**config.mk**
```make
export PLATFORM = sky130hd
export DESIGN_NAME = rainbow_led_pattern_generator
export DESIGN_NICKNAME = d
export VERILOG_FILES = /design/src/rtl/core/rlpg_pkg.sv /design/src/rtl/core/rlpg_ctrl.sv /design/src/rtl/core/rlpg_dp.sv /design/src/rtl/core/rainbow_led_pattern_generator.sv
export SDC_FILE = /design/constraint.sdc
export NUM_CORES = 1
export LEC_CHECK = 0
export ABC_AREA = 1
export BUFFER_PORTS_ARGS = -buffer_cell sky130_fd_sc_hd__buf_2
export CAP_MARGIN = 10
export CORE_UTILIZATION = 25
export CTS_CLUSTER_SIZE = 16
export DETAILED_ROUTE_END_ITERATION = 6
export HOLD_SLACK_MARGIN = 0.08
export PLACE_DENSITY = 0.44
export SLEW_MARGIN = 20
export SYNTH_ARGS = -nofsm -noshare
export SYNTH_HDL_FRONTEND = slang
export SYNTH_SLANG_ARGS = --single-unit
```
**constraint.sdc**
```tcl
create_clock -name i_clk -period 9.4 [get_ports i_clk]
set_clock_uncertainty 0.2 [all_clocks]
set_input_delay 0 -clock i_clk [delete_from_list [all_inputs] [get_ports i_clk]]
set_output_delay 0 -clock i_clk [all_outputs]
set_load 0.01 [all_outputs]
```
**src/rtl/core/rlpg_pkg.sv**
```systemverilog
// Shared types, constants and helper functions of the rainbow pattern generator.
package rlpg_pkg;

    // Register indexes on the configuration port
    localparam logic RegMode       = 1'b0;
    localparam logic RegLightCount = 1'b1;

    // Reset values of the configuration registers
    localparam logic [3:0] ModeReset       = 4'd0;
    localparam logic [8:0] LightCountReset = 9'd50;

    // Mode decoding
    localparam logic [3:0] ModeCount = 4'd12;
    localparam logic [1:0] KindRedGreen  = 2'd0;
    localparam logic [1:0] KindGreenBlue = 2'd1;
    localparam logic [1:0] KindBlueRed   = 2'd2;
    localparam logic [1:0] KindWheel     = 2'd3;
    localparam logic [1:0] FormPlain     = 2'd0;
    localparam logic [1:0] FormSpread    = 2'd1;
    localparam logic [1:0] FormInterlace = 2'd2;

    // Light count saturation
    localparam logic [8:0] MaxLights = 9'd256;

    // Half periods for the interlaced form
    localparam logic [8:0] LineHalf  = 9'd128;
    localparam logic [8:0] WheelHalf = 9'd192;

    // Wheel segment codes
    localparam logic [1:0] SegFirst  = 2'd0;
    localparam logic [1:0] SegSecond = 2'd1;

    // Frame step counter wraps at 768
    localparam logic [9:0] StepLast = 10'd767;

    // Divider: dividend is led_index times 384 at most, 17 bits
    localparam int          DivBits  = 17;
    localparam logic [4:0]  DivCount = 5'(DivBits - 1);

    // Commands from the controller to the datapath
    typedef struct packed {
        logic load;      // capture an input word
        logic div_step;  // one restoring-division step
        logic finish;    // load the result registers, advance the step
    } t_cmd;

    // Status from the datapath to the controller
    typedef struct packed {
        logic spread_div; // the word at the input needs a division
        logic div_last;   // the division step under way is the last one
    } t_status;

    // Residue modulo three of an 11-bit value; base-4 digits are each 1 mod 3
    function automatic logic [1:0] mod3(input logic [10:0] v);
        logic [4:0] s;
        logic [2:0] t;
        logic [1:0] r;
        s = 5'(v[1:0]) + 5'(v[3:2]) + 5'(v[5:4]) + 5'(v[7:6]) + 5'(v[9:8])
            + 5'(v[10]);
        t = 3'(s[1:0]) + 3'(s[3:2]) + 3'(s[4]);
        if (t >= 3'd6) begin
            r = 2'(t - 3'd6);
        end else if (t >= 3'd3) begin
            r = 2'(t - 3'd3);
        end else begin
            r = t[1:0];
        end
        return r;
    endfunction

endpackage

```
**src/rtl/core/rlpg_ctrl.sv**
```systemverilog
// Controller state machine: sequences load, division and result hand-off.
module rlpg_ctrl (
    input  logic             i_clk,
    input  logic             i_rst_n,
    input  logic             i_valid,
    output logic             o_stall,
    output logic             o_valid,
    input  logic             i_stall,
    input  rlpg_pkg::t_status i_status,
    output rlpg_pkg::t_cmd    o_cmd
);

    localparam logic [1:0] S_IDLE = 2'd0;
    localparam logic [1:0] S_DIV  = 2'd1;
    localparam logic [1:0] S_FIN  = 2'd2;

    logic [1:0] r_state;
    logic [1:0] n_state;
    logic       r_out_valid;
    logic       n_out_valid;
    logic       out_free;

    // Output register can take a word when empty or being drained
    assign out_free = !r_out_valid || !i_stall;

    // Next state and commands
    always_comb begin
        n_state = r_state;
        o_cmd   = '0;
        case (r_state)
            S_IDLE: begin
                if (i_valid) begin
                    o_cmd.load = 1'b1;
                    n_state    = i_status.spread_div ? S_DIV : S_FIN;
                end
            end
            S_DIV: begin
                o_cmd.div_step = 1'b1;
                if (i_status.div_last) begin
                    n_state = S_FIN;
                end
            end
            S_FIN: begin
                if (out_free) begin
                    o_cmd.finish = 1'b1;
                    n_state      = S_IDLE;
                end
            end
            default: begin
                n_state = S_IDLE;
            end
        endcase
    end

    // Hold the result until taken, refill on finish
    assign n_out_valid = (r_out_valid && i_stall) || o_cmd.finish;

    always_ff @(posedge i_clk) begin
        if (!i_rst_n) begin
            r_state     <= S_IDLE;
            r_out_valid <= 1'b0;
        end else begin
            r_state     <= n_state;
            r_out_valid <= n_out_valid;
        end
    end

    assign o_stall = (r_state != S_IDLE);
    assign o_valid = r_out_valid;

    a_spread_goes_div: assert property (@(posedge i_clk) disable iff (!i_rst_n)
        (r_state == S_IDLE && i_valid && i_status.spread_div) |=> (r_state == S_DIV))
        else $error("spread word did not enter division");

    a_div_continues: assert property (@(posedge i_clk) disable iff (!i_rst_n)
        (r_state == S_DIV && !i_status.div_last) |=> (r_state == S_DIV))
        else $error("division left early");

    a_finish_delivers: assert property (@(posedge i_clk) disable iff (!i_rst_n)
        (r_state == S_FIN && out_free) |=> (r_state == S_IDLE && r_out_valid))
        else $error("finished word not presented");

    a_busy_stalls: assert property (@(posedge i_clk) disable iff (!i_rst_n)
        (r_state != S_IDLE) |-> o_stall)
        else $error("input not stalled while busy");

endmodule

```
**src/rtl/core/rlpg_dp.sv**
```systemverilog
// Datapath: word capture, serial divider, position and color lookup, step counter.
module rlpg_dp (
    input  logic              i_clk,
    input  logic              i_rst_n,
    input  rlpg_pkg::t_cmd    i_cmd,
    output rlpg_pkg::t_status o_status,
    input  logic [3:0]        i_mode,
    input  logic [8:0]        i_light_count,
    input  logic [7:0]        i_led_index,
    input  logic              i_frame_end,
    output logic [6:0]        o_red,
    output logic [6:0]        o_green,
    output logic [6:0]        o_blue
);

    logic [3:0]  mode_m;
    logic [1:0]  in_kind;
    logic [1:0]  in_form;
    logic [8:0]  lc_sat;
    logic [16:0] dividend;

    logic [7:0]  r_idx;
    logic        r_last;
    logic [1:0]  r_kind;
    logic [1:0]  r_form;
    logic [8:0]  r_lc;
    logic [16:0] r_quo;
    logic [7:0]  r_rem;
    logic [4:0]  r_cnt;
    logic [9:0]  r_step;
    logic [6:0]  r_red;
    logic [6:0]  r_green;
    logic [6:0]  r_blue;

    logic [8:0]  trial;
    logic [8:0]  diff;
    logic        ge;

    logic [8:0]  half;
    logic [16:0] base;
    logic [17:0] sum;
    logic [1:0]  seg;
    logic [6:0]  up;
    logic [6:0]  down;
    logic [6:0]  n_red;
    logic [6:0]  n_green;
    logic [6:0]  n_blue;

    // Decode mode modulo twelve and saturate the light count
    assign mode_m  = (i_mode >= rlpg_pkg::ModeCount) ? (i_mode - rlpg_pkg::ModeCount) : i_mode;
    assign in_kind = mode_m[1:0];
    assign in_form = mode_m[3:2];
    assign lc_sat  = (i_light_count > rlpg_pkg::MaxLights) ? rlpg_pkg::MaxLights
                                                           : i_light_count;

    // Index times period: 256 is a shift, 384 adds a second shift
    assign dividend = (in_kind == rlpg_pkg::KindWheel)
                    ? ({1'b0, i_led_index, 8'b0} + {2'b0, i_led_index, 7'b0})
                    : {1'b0, i_led_index, 8'b0};

    assign o_status.spread_div = (in_form == rlpg_pkg::FormSpread) && (lc_sat != 9'd0);
    assign o_status.div_last   = (r_cnt == 5'd0);

    // One restoring-division step: quotient bits shift in behind the dividend
    assign trial = {r_rem, r_quo[16]};
    assign ge    = (trial >= r_lc);
    assign diff  = trial - r_lc;

    // Capture the word, then iterate the divider
    always_ff @(posedge i_clk) begin
        if (i_cmd.load) begin
            r_idx  <= i_led_index;
            r_last <= i_frame_end;
            r_kind <= in_kind;
            r_form <= in_form;
            r_lc   <= lc_sat;
            r_quo  <= dividend;
            r_rem  <= 8'd0;
            r_cnt  <= rlpg_pkg::DivCount;
        end else if (i_cmd.div_step) begin
            r_quo <= {r_quo[15:0], ge};
            r_rem <= ge ? diff[7:0] : trial[7:0];
            r_cnt <= r_cnt - 5'd1;
        end
    end

    // Base position by form
    assign half = (r_kind == rlpg_pkg::KindWheel) ? rlpg_pkg::WheelHalf : rlpg_pkg::LineHalf;

    always_comb begin
        case (r_form)
            rlpg_pkg::FormSpread: begin
                base = (r_lc == 9'd0) ? 17'd0 : r_quo;
            end
            rlpg_pkg::FormInterlace: begin
                base = 17'(r_idx) + (r_idx[0] ? 17'd0 : 17'(half));
            end
            default: begin
                base = 17'(r_idx);
            end
        endcase
    end

    // Position: 128-wide segments; ramps wrap at 256, the wheel at three segments
    assign sum  = 18'(base) + 18'(r_step);
    assign up   = sum[6:0];
    assign down = ~up;
    assign seg  = (r_kind == rlpg_pkg::KindWheel) ? rlpg_pkg::mod3(sum[17:7])
                                                  : {1'b0, sum[7]};

    // Color lookup
    always_comb begin
        n_red   = 7'd0;
        n_green = 7'd0;
        n_blue  = 7'd0;
        case (r_kind)
            rlpg_pkg::KindRedGreen: begin
                if (seg == rlpg_pkg::SegFirst) begin
                    n_red = down; n_green = up;
                end else begin
                    n_red = up; n_green = down;
                end
            end
            rlpg_pkg::KindGreenBlue: begin
                if (seg == rlpg_pkg::SegFirst) begin
                    n_green = down; n_blue = up;
                end else begin
                    n_green = up; n_blue = down;
                end
            end
            rlpg_pkg::KindBlueRed: begin
                if (seg == rlpg_pkg::SegFirst) begin
                    n_red = up; n_blue = down;
                end else begin
                    n_red = down; n_blue = up;
                end
            end
            default: begin
                if (seg == rlpg_pkg::SegFirst) begin
                    n_red = down; n_green = up;
                end else if (seg == rlpg_pkg::SegSecond) begin
                    n_green = down; n_blue = up;
                end else begin
                    n_blue = down; n_red = up;
                end
            end
        endcase
    end

    // Result registers
    always_ff @(posedge i_clk) begin
        if (i_cmd.finish) begin
            r_red   <= n_red;
            r_green <= n_green;
            r_blue  <= n_blue;
        end
    end

    // Advance the frame step after the last word of a frame
    always_ff @(posedge i_clk) begin
        if (!i_rst_n) begin
            r_step <= 10'd0;
        end else if (i_cmd.finish && r_last) begin
            r_step <= (r_step == rlpg_pkg::StepLast) ? 10'd0 : (r_step + 10'd1);
        end
    end

    assign o_red   = r_red;
    assign o_green = r_green;
    assign o_blue  = r_blue;

endmodule

```
**src/rtl/core/rainbow_led_pattern_generator.sv**
```systemverilog
// Top level of the rainbow pattern generator: register port, controller, datapath.
//
//  channel | direction | handshake          | payload
//  --------+-----------+--------------------+----------------------------------
//  input   | in        | i_valid / o_stall  | i_led_index[7:0], i_frame_end
//  output  | out       | o_valid / i_stall  | o_red[6:0], o_green[6:0], o_blue[6:0]
//  config  | in        | psel/penable/pready| paddr[2:0], pwdata, prdata (32 bits)
//
//  One word at a time: each word is loaded and then finished; spread modes with
//  a nonzero light count run the divider in between (load, 17 divider steps,
//  finish); spread modes with a zero light count skip the divider.
//  The divider is a 17-step restoring divider for index*period/light_count.
//  The result register frees the input side: a new word is taken while the
//  previous result still waits; finishing waits only if that result is not taken.
//  Synchronous active-low reset clears the state machine, result valid, the
//  frame step and the registers (mode 0, light count 50).
module rainbow_led_pattern_generator (
    input  logic        i_clk,
    input  logic        i_rst_n,
    input  logic        i_valid,
    output logic        o_stall,
    input  logic [7:0]  i_led_index,
    input  logic        i_frame_end,
    output logic        o_valid,
    input  logic        i_stall,
    output logic [6:0]  o_red,
    output logic [6:0]  o_green,
    output logic [6:0]  o_blue,
    input  logic        psel,
    input  logic        penable,
    input  logic        pwrite,
    input  logic [2:0]  paddr,
    input  logic [31:0] pwdata,
    output logic [31:0] prdata,
    output logic        pready
);

    logic [3:0]        r_mode;
    logic [8:0]        r_light_count;
    logic              cfg_write;
    rlpg_pkg::t_cmd    cmd;
    rlpg_pkg::t_status status;

    // Register port: no wait states, pready is always high
    assign pready    = 1'b1;
    assign cfg_write = psel && penable && pwrite && pready;

    always_ff @(posedge i_clk) begin
        if (!i_rst_n) begin
            r_mode        <= rlpg_pkg::ModeReset;
            r_light_count <= rlpg_pkg::LightCountReset;
        end else if (cfg_write) begin
            case (paddr[2])
                rlpg_pkg::RegMode:       r_mode        <= pwdata[3:0];
                rlpg_pkg::RegLightCount: r_light_count <= pwdata[8:0];
                default: begin
                    r_mode <= r_mode;
                end
            endcase
        end
    end

    // Register readback
    always_comb begin
        case (paddr[2])
            rlpg_pkg::RegMode:       prdata = {28'd0, r_mode};
            rlpg_pkg::RegLightCount: prdata = {23'd0, r_light_count};
            default:                 prdata = 32'd0;
        endcase
    end

    rlpg_ctrl u_ctrl (
        .i_clk    (i_clk),
        .i_rst_n  (i_rst_n),
        .i_valid  (i_valid),
        .o_stall  (o_stall),
        .o_valid  (o_valid),
        .i_stall  (i_stall),
        .i_status (status),
        .o_cmd    (cmd)
    );

    rlpg_dp u_dp (
        .i_clk         (i_clk),
        .i_rst_n       (i_rst_n),
        .i_cmd         (cmd),
        .o_status      (status),
        .i_mode        (r_mode),
        .i_light_count (r_light_count),
        .i_led_index   (i_led_index),
        .i_frame_end   (i_frame_end),
        .o_red         (o_red),
        .o_green       (o_green),
        .o_blue        (o_blue)
    );

endmodule

```
==> results.md, run 1 <==
- The kind of capture point of the worst setup path is a register.
- The internal power contribution is approximately 830 uW.
- The HPWL after detailed placement is between 10 and 15 mm.
- In this run the critical register-to-register path is captured at u_dp.o_red[1].
- Of the total power, the share spent switching nets is 35.9%.
- The master of the slowest instance on the critical path is sky130_fd_sc_hd__o31ai_1.
- The source of the worst hold timing path is pwrite.
- Sequential cells burn roughly 40% of the power.
- Compared with the post-synthesis result, the final layout area differs by 17.8%.
- The cell area that synthesis handed to floorplanning was around 6900 um^2.
- The count of pins over their slew limit is 0.
- The via count of the first global-routing pass is approximately 5.5k.
- The longest clock path from root to sink contains 2 buffers.
- For the final routed database, the setup TNS stands at 0 ps.
- The clock network is responsible for ~30% of the overall power.
- The worst setup path is of the reg2reg kind.
- The final standard cell count with taps included and fillers excluded is between 1k and 1.5k.
- The worst-case IR drop observed on VDD is just over 0.00008 V.
- The initial utilization of the core area, before any placement, comes to approximately 26%.
- Leaving out fill and tap cells, the most frequent cell in the layout is sky130_fd_sc_hd__nand2_1.
- The part of the Yosys area used for sequential elements is a little under two fifths.
- Yosys mapped a number of flops with a built-in enable equal to 60.
- For this block, the via count after detailed routing is 5,935.
- Together, buffers and inverters on the worst path number 4.
- Entering global routing, the biggest net connects 42 pins.
- The wire length on met2 is just over 7 mm.
- The number of hold violations in the final report is 0.
- After floorplanning, the core was divided into 60 placement rows.
- The path with the worst hold slack has its endpoint at r_light_count[0].
- The insertion delay of the later-clocked pin in the worst-skew pair is roughly 360 ps.
- Setup repair after global routing left no endpoint under its margin.
- After detailed routing, the number of remaining DRC violations is 0.
- The remaining antenna violation count is 0.
- The overall routing resource usage is 12.1%.
- The leakage power figure is ~0.0036 uW.
- The cell count after synthesis came out at between 800 and 900.
- Clock-pin slew was measured on the worst setup and hold paths at about 80 ps.
- During synthesis, Yosys emitted a total of 0 warnings.
- The worst register-to-register path begins at u_dp.r_form[1].
- Using the TritonRoute via totals, the vias-per-cell ratio works out to around 4.4.
- The flip-flop cell with the highest count after synthesis is sky130_fd_sc_hd__edfxtp_1.
- The actual transition at the worst max-transition pin is 1040 ps.
- The largest incremental delay on the critical path is about 600 ps.
- Setup violations remaining at the end of the flow were counted as 0.
- Input and output buffers added on the ports amount to 57.
- The first global-routing pass estimated roughly 28 mm of wire.
- Wires add up to approximately 16 mm.
- Counting stages on the worst path, the most repeated cell is sky130_fd_sc_hd__nand2_1.
- The congestion estimate from routability-driven global placement came to a little under 0.8.
- The count of cell types in the netlist is 42.
- In the finished design, the share of the clock period the worst path needs comes to ~92%.
- The clock tree from TritonCTS is done.
- Summed over all nets, the switching power comes to 467 uW.
- The die is between 150 and 200 um tall.
- The die covers 28,400 um^2.
- Headroom to the max-slew limit came out at a little over 30%.
- The buffer cell driving the clock tree root is sky130_fd_sc_hd__clkbuf_16.
- The met1 wire length is roughly 8.5 mm.
- STA puts the critical path data required time at 9300 ps.
- The average routed wire per standard cell is roughly 12 um.
- The worst hold path stage count is 5.
- The relative contribution of combinational cells to total power is between 20% and 30%.
- For the worst setup path, the data arrival time is 8550 ps.
- The flow ran to the end, and the final reports show no timing, DRC or antenna violations.
- The max-capacitance violation count is 0.
- The cell family with the largest share of critical-path delay is adder cells.
- The H-tree was split into 3 levels.
- Measured along the x axis, the die boundary spans 169 um.
- Signal routing reaches up to met4.
- The register-to-register setup slack is 750 ps.
- The number of top-level design ports is between 100 and 150.
- The minimum period implied by the final worst setup slack is roughly 8600 ps.
- After global routing the overflow that remains totals 0.
- Counting the buffers created by CTS gives 9.
- The floorplan core area is roughly 27,000 um^2.
- Clock tree synthesis found a total of 99 sinks.
- The kind of start point of the critical path is a register.
- In this run, synthesis produced a sequential element count of 99.
- The placed instance count is between 1k and 1.5k.
- The depth of the most critical reg-to-reg path is 33.
- The met3 routed wirelength is roughly 560 um.
- The class of the worst hold path is in2reg.
- For this run, the top clock speed supported by timing is approximately 120 MHz.
- The number of antenna violations at the first check in global routing is 0.
- The number of nets in the final layout is approximately 1.1k.
- After clock tree synthesis, the repair step resized 0 gates.
- The first detailed-routing pass took 6 iterations.
- For this run, asynchronously set or reset flops after synthesis account for 0%.
- The average footprint of a synthesized cell is 7.75 um^2.
- The first routing iteration left between 300 and 400 violations.
- Along the worst path, the maximum fanout reaches 13.
- Leaving out fill and tap cells, the most frequent cells in the layout are sky130_fd_sc_hd__nand2_1 (160), sky130_fd_sc_hd__inv_1 (120), sky130_fd_sc_hd__nand3_1 (115).
- The power density over cell area is roughly 160 nW/um^2.
- The antenna diode instance count is 0.
- The fraction of final layout cells sized beyond drive strength 1 is 9.89%.
## worst reg2reg max path: cells and delay by family (launching register included)
| kind | cells | cell delay, ps |
|---|---|---|
| compound gates | 3 | 1140 |
| fa+ha+maj | 12 | 4510 |
| simple gates | 13 | 1550 |
| xor+xnor | 1 | 170 |
| buf+inv | 4 | 400 |
| flops | 1 | 420 |
## sequential cells by signal, summed over array words and instances (netlist names)
| signal | count |
|---|---|
| r_light_count | 9 |
| r_mode | 4 |
| u_ctrl.o_valid | 1 |
| u_ctrl.r_state | 2 |
| u_dp.o_blue | 7 |
| u_dp.o_green | 7 |
| u_dp.o_red | 7 |
| u_dp.r_cnt | 5 |
| u_dp.r_form | 2 |
| u_dp.r_idx | 8 |
| u_dp.r_kind | 2 |
| u_dp.r_last | 1 |
| u_dp.r_lc | 9 |
| u_dp.r_quo | 17 |
| u_dp.r_rem | 8 |
| u_dp.r_step | 10 |
## synth_stat cells, types with 14 or more instances
master	instances	share of area [%]
sky130_fd_sc_hd__a21oi_1	48	3.5
sky130_fd_sc_hd__buf_4	28	3.0
sky130_fd_sc_hd__clkbuf_1	14	0.76
sky130_fd_sc_hd__dfxtp_1	39	11
sky130_fd_sc_hd__edfxtp_1	60	26
sky130_fd_sc_hd__ha_1	47	8.5
sky130_fd_sc_hd__inv_1	120	6.5
sky130_fd_sc_hd__nand2_1	160	8.7
sky130_fd_sc_hd__nand3_1	115	8.3
sky130_fd_sc_hd__nand4_1	29	2.6
sky130_fd_sc_hd__nor2_1	80	4.3
sky130_fd_sc_hd__nor3_1	14	1.0
sky130_fd_sc_hd__o21ai_0	52	3.7
## through the flow
stage	hold slack [ps]	cell area, um^2	total power (uW)	utilization [%]	setup WS [ps]
after CTS	131	8180	1320	30.2	668
after global placement	-23.3	7520	910	27.7	734
final	148	8180	1300	30.2	750
after global routing	154	8180	1400	30.2	35.3
after floorplan	-101	7020	823	-	1730
after detailed placement	-21.2	7520	911	27.7	675
## routing by layer
| layer | global-route usage (%) | vias up |
|---|---|---|
| met5 | 0 | - |
| met4 | 3.16 | 0 |
| met3 | 2.31 | 10 |
| met2 | 18.8 | 113 |
| met1 | 17.0 | 2687 |
| li1 | - | 3125 |
## layout make-up
cell class / count / area, um^2
Clock buffer: 9 / 225
Clock inverter: 7 / 93.8
Fill cell: 2933 / 18900
Inverter: 120 / 450
Multi-Input combinational cell: 649 / 3690
Sequential cell: 99 / 2580
Tap cell: 372 / 465
Timing Repair Buffer: 97 / 671
## logic make-up after synthesis
| logic type | after synthesis | synth area share [%] |
|---|---|---|
| AO/OA/AOI/OAI | 125 | 9.81 |
| XOR/XNOR | 19 | 2.40 |
| adder cells (fa/ha/maj) | 59 | 11.9 |
| buffers and inverters | 169 | 10.9 |
| flip-flops | 99 | 37.2 |
| multiplexers | 1 | 0.144 |
| other | 2 | 0.108 |
| AND/OR/NAND/NOR | 421 | 27.5 |
## power groups by stage
stage	combinational (uW)	clock [uW]	sequential, uW
3_3_place_gp	375	0	534
6_report	384	393	523
2_1_floorplan	286	0	537
4_1_cts	388	411	524
3_5_place_dp	377	0	534
5_1_grt	443	429	528
## what timing repair did
| item | in CTS | in global routing |
|---|---|---|
| endpoints found under the setup margin | 0 | 0 |
| setup buffers | 0 | 0 |
| hold endpoints to repair | 43 | 0 |
| hold buffers | 34 | 0 |
## how the worst max path moves through the flow
stage | from | end | cells past startpoint
after CTS | u_dp.r_form[1] | u_dp.o_red[1] | 33
after floorplan | u_dp.r_form[0] | u_dp.o_blue[1] | 32
after detailed placement | u_dp.r_form[1] | u_dp.o_red[1] | 33
after global routing | u_dp.r_form[0] | u_dp.o_red[1] | 35
after global placement | u_dp.r_form[1] | u_dp.o_red[1] | 33
final | u_dp.r_form[1] | u_dp.o_red[1] | 33
Note: power is estimated with default switching activity, not from simulation.
==> inputs of run 2 (changes only) <==
--- a/config.mk
+++ b/config.mk
@@ -6,7 +6,7 @@
 export NUM_CORES = 1
 export LEC_CHECK = 0
 export ABC_AREA = 1
-export BUFFER_PORTS_ARGS = -buffer_cell sky130_fd_sc_hd__buf_2
+export BUFFER_PORTS_ARGS = -buffer_cell sky130_fd_sc_hd__buf_4
 export CAP_MARGIN = 10
 export CORE_UTILIZATION = 25
 export CTS_CLUSTER_SIZE = 16
==> results.md, run 2 (synthesis results as in run 1) <==
- Result of the run: completed (unchanged).
- The buffering stage count on the worst path with inverters included came to 3 (was 4).
- The number of design rule violations left after detail routing is 0 (unchanged).
- The synthesis-to-finish area growth was 20.2% (was 17.8%).
- The number of antenna violations at the first check in global routing is 0 (unchanged).
- The number of top-level design ports is 107 (unchanged).
- The deepest level of the CTS H-tree is 3 (unchanged).
- The minimum hold slack is 163 ps (was 148 ps).
- The average routed wire per standard cell is 12.3 um (was 12.2 um).
- The actual transition at the worst max-transition pin is 1020 ps (was 1040 ps).
- The number of nets in the final layout was 1,089 (was 1,086).
- The kind of capture point of the worst setup path is a register (unchanged).
- The starting utilization of the core area is 25.6% (unchanged).
- The max-capacitance violation count came to 0 (unchanged).
- The depth of the most critical reg-to-reg path is 32 (was 33).
- The upper clock frequency limit was 118 MHz (was 116 MHz).
- The global-route wire length before repair is 27.5 mm (was 27.6 mm).
- The number of I/O port buffers is 57 (unchanged).
- The kind of start point of the critical path was a register (unchanged).
- The minimum period implied by the final worst setup slack is 8460 ps (was 8650 ps).
- The die area was 28,400 um^2 (unchanged).
- The final routed wirelength across all metal layers is 16.7 mm (was 16.5 mm).
- The power density over cell area came to 156 nW/um^2 (was 159 nW/um^2).
- The leakage power figure is 0.00368 uW (was 0.00363 uW).
- The number of CTS-inserted buffers came to 9 (unchanged).
- The remaining antenna violation count is 0 (unchanged).
- The share of the clock period used by the worst path after layout came to 90.0% (was 92.0%).
- The aggregate negative setup slack is 0 ps (unchanged).
- The via count normalized by instance count came to 4.41 (was 4.39).
- The width of the chip came to 169 um (unchanged).
- The met1 demand-to-capacity share in global routing was 17.3% (was 17.0%).
- The fraction of met3 tracks used by global routing is 2.15% (was 2.31%).
- The number of clock sinks seen by CTS was 99 (unchanged).
- The placement-stage cell area came to 7660 um^2 (was 7520 um^2).
- The overall routing resource usage is 12.1% (about the same).
- The buffer cell driving the clock tree root is sky130_fd_sc_hd__clkbuf_16 (unchanged).
- The number of setup buffers added after CTS is 0 (unchanged).
- The area of all placed cells without fillers is 8340 um^2 (was 8180 um^2).
- The antenna diode instance count is 0 (unchanged).
- The combined area of the multi-input logic cells came to 3700 um^2 (was 3690 um^2).
- The most common library cell in the layout ignoring fill and taps is sky130_fd_sc_hd__nand2_1 (unchanged).
- Highest-count cells in the layout ignoring fill and taps: sky130_fd_sc_hd__nand2_1 (160), sky130_fd_sc_hd__inv_1 (120), sky130_fd_sc_hd__nand3_1 (114) (was sky130_fd_sc_hd__nand2_1 (160), sky130_fd_sc_hd__inv_1 (120), sky130_fd_sc_hd__nand3_1 (115)).
- The weighted congestion at the end of routability-driven global placement is 0.762 (was 0.773).
- The arrival time at the worst endpoint is 8360 ps (was 8550 ps).
- The number of hold violations in the final report is 0 (unchanged).
- The class of the worst hold path is in2reg (unchanged).
- The master of the slowest instance on the critical path is sky130_fd_sc_hd__fa_1 (was sky130_fd_sc_hd__o31ai_1).
- The clock tree from TritonCTS is done (unchanged).
- The largest net degree at the start of global routing is 42 (unchanged).
- The insertion delay of the later-clocked pin in the worst-skew pair was 360 ps (about the same).
- The number of filler instances in the final layout came to 2,956 (was 2,933).
- The required time of the worst setup path is 9300 ps (about the same).
- The floorplan core area came to 27,100 um^2 (unchanged).
- The count of pins over their slew limit is 0 (unchanged).
- Largest registers in the final layout: u_dp.r_quo: 17 flops, u_dp.r_step: 10 flops (unchanged).
- The routing usage on met2 is 18.5% (was 18.8%).
- The count of routing violations after the opening detailed-route iteration was 302 (was 361).
- The deepest clock path buffer count was 2 (unchanged).
- The cell family with the largest share of critical-path delay is adder cells (unchanged).
- The worst hold path stage count is 2 (was 5).
- The register name with the most flops was u_dp.r_quo (unchanged).
- The busiest metal layer after global routing is met2 (unchanged).
- The half-perimeter wire length of the detailed placement result was 12.4 mm (was 12.3 mm).
- The type of the setup path with the least slack is reg2reg (unchanged).
- The via count of the first global-routing pass is 5,413 (was 5,507).
- The number of endpoints failing setup at the final stage is 0 (unchanged).
- The fraction of final layout cells sized beyond drive strength 1 is 10.1% (was 9.89%).
- The largest incremental delay on the critical path is 550 ps (was 600 ps).
- The die height is 169 um (unchanged).
- The remaining max-slew budget at the tightest pin is 31.6% (was 30.2%).
- The number of vias after detailed routing was 5,979 (was 5,935).
- The dominant cell type by count on the critical path is sky130_fd_sc_hd__fa_1 (was sky130_fd_sc_hd__nand2_1).
- The iteration count of the initial detailed-routing pass was 5 (was 6).
- The combined flip-flop and latch cell area came to 2580 um^2 (unchanged).
- The maximum net fanout on the critical path was 13 (unchanged).
- The path length in cells of the critical path was 32 (was 33).
- The peak ir drop on the vdd network is 0.0000710 V (was 0.0000829 V).
- The number of cell rows came to 60 (unchanged).
- The total congestion overflow came to 0 (unchanged).
- The flip-flop count of the largest register, all copies and words added is 17 (unchanged).
- RSZ-0062 raised after global routing: no (unchanged).
- The clock-pin slew of the registers on the worst-case setup and hold paths came to 80 ps (about the same).
[run 2: cell count changes in the layout (fill, tap and decap cells not counted), sizes merged]
cell,delta
clkbuf,+2
clkinv,-2
dlygate4sd3,+3
[run 2: power by group]
| part | internal (uW) | total [uW] | switching (uW) | leakage [uW] |
|---|---|---|---|---|
| registers | 509 | 525 | 15.5 | 0.000892 |
| clock network | 200 | 378 | 179 | 0.000148 |
| logic | 144 | 396 | 252 | 0.00264 |
[run 2: stage by stage]
stage | total power [uW] | instances | util, % | setup WS [ps]
after global routing | 1390 | 1356 | 30.8 | 116
after global placement | 919 | 1303 | 28.3 | 735
after CTS | 1320 | 1356 | 30.7 | 646
after detailed placement | 921 | 1303 | 28.3 | 638
final | 1300 | 1356 | 30.8 | 939
after floorplan | 823 | 917 | - | 1730
[run 2: final timing paths]
check | start | end | slack, ps
setup / recovery | u_dp.r_form[1] | u_dp.o_blue[1] | 940
hold / removal | i_frame_end | u_dp.r_last | 160
setup reg to reg | u_dp.r_form[1] | u_dp.o_blue[1] | 940
hold reg to reg | u_dp.r_cnt[2] | u_dp.r_cnt[2] | 280
[run 2: cell type report]
cell class                      instances  share of cell area (%)
Multi-Input combinational cell        649                    44.4
Sequential cell                        99                    30.9
Timing Repair Buffer                  100                    10.1
Tap cell                              372                    5.58
Inverter                              120                    5.40
Clock buffer                           11                    3.04
Clock inverter                          5                   0.540
[run 2: layer usage]
metal | wire [um] | vias to the layer above | share of wire (%)
li1 | - | 3129 | -
met1 | 8640 | 2721 | 52
met2 | 7250 | 116 | 43
met3 | 573 | 13 | 3.4
met4 | 211 | 0 | 1.3
met5 | 0 | - | 0
[run 2: worst reg2reg max path: cells and delay by family (launching register included)]
kind	cells	cell delay, ps
AO/OA/AOI/OAI	3	930
XOR/XNOR	1	220
adder cells (fa/ha/maj)	12	4510
buffers and inverters	3	350
flip-flops	1	420
AND/OR/NAND/NOR	13	1560
[run 2: repair_timing]
item                                    in CTS  in global routing
resized for setup                            0                  2
endpoints found under the hold margin       43                  0
hold buffers                                37                  0
endpoints found under the setup margin       0                  5
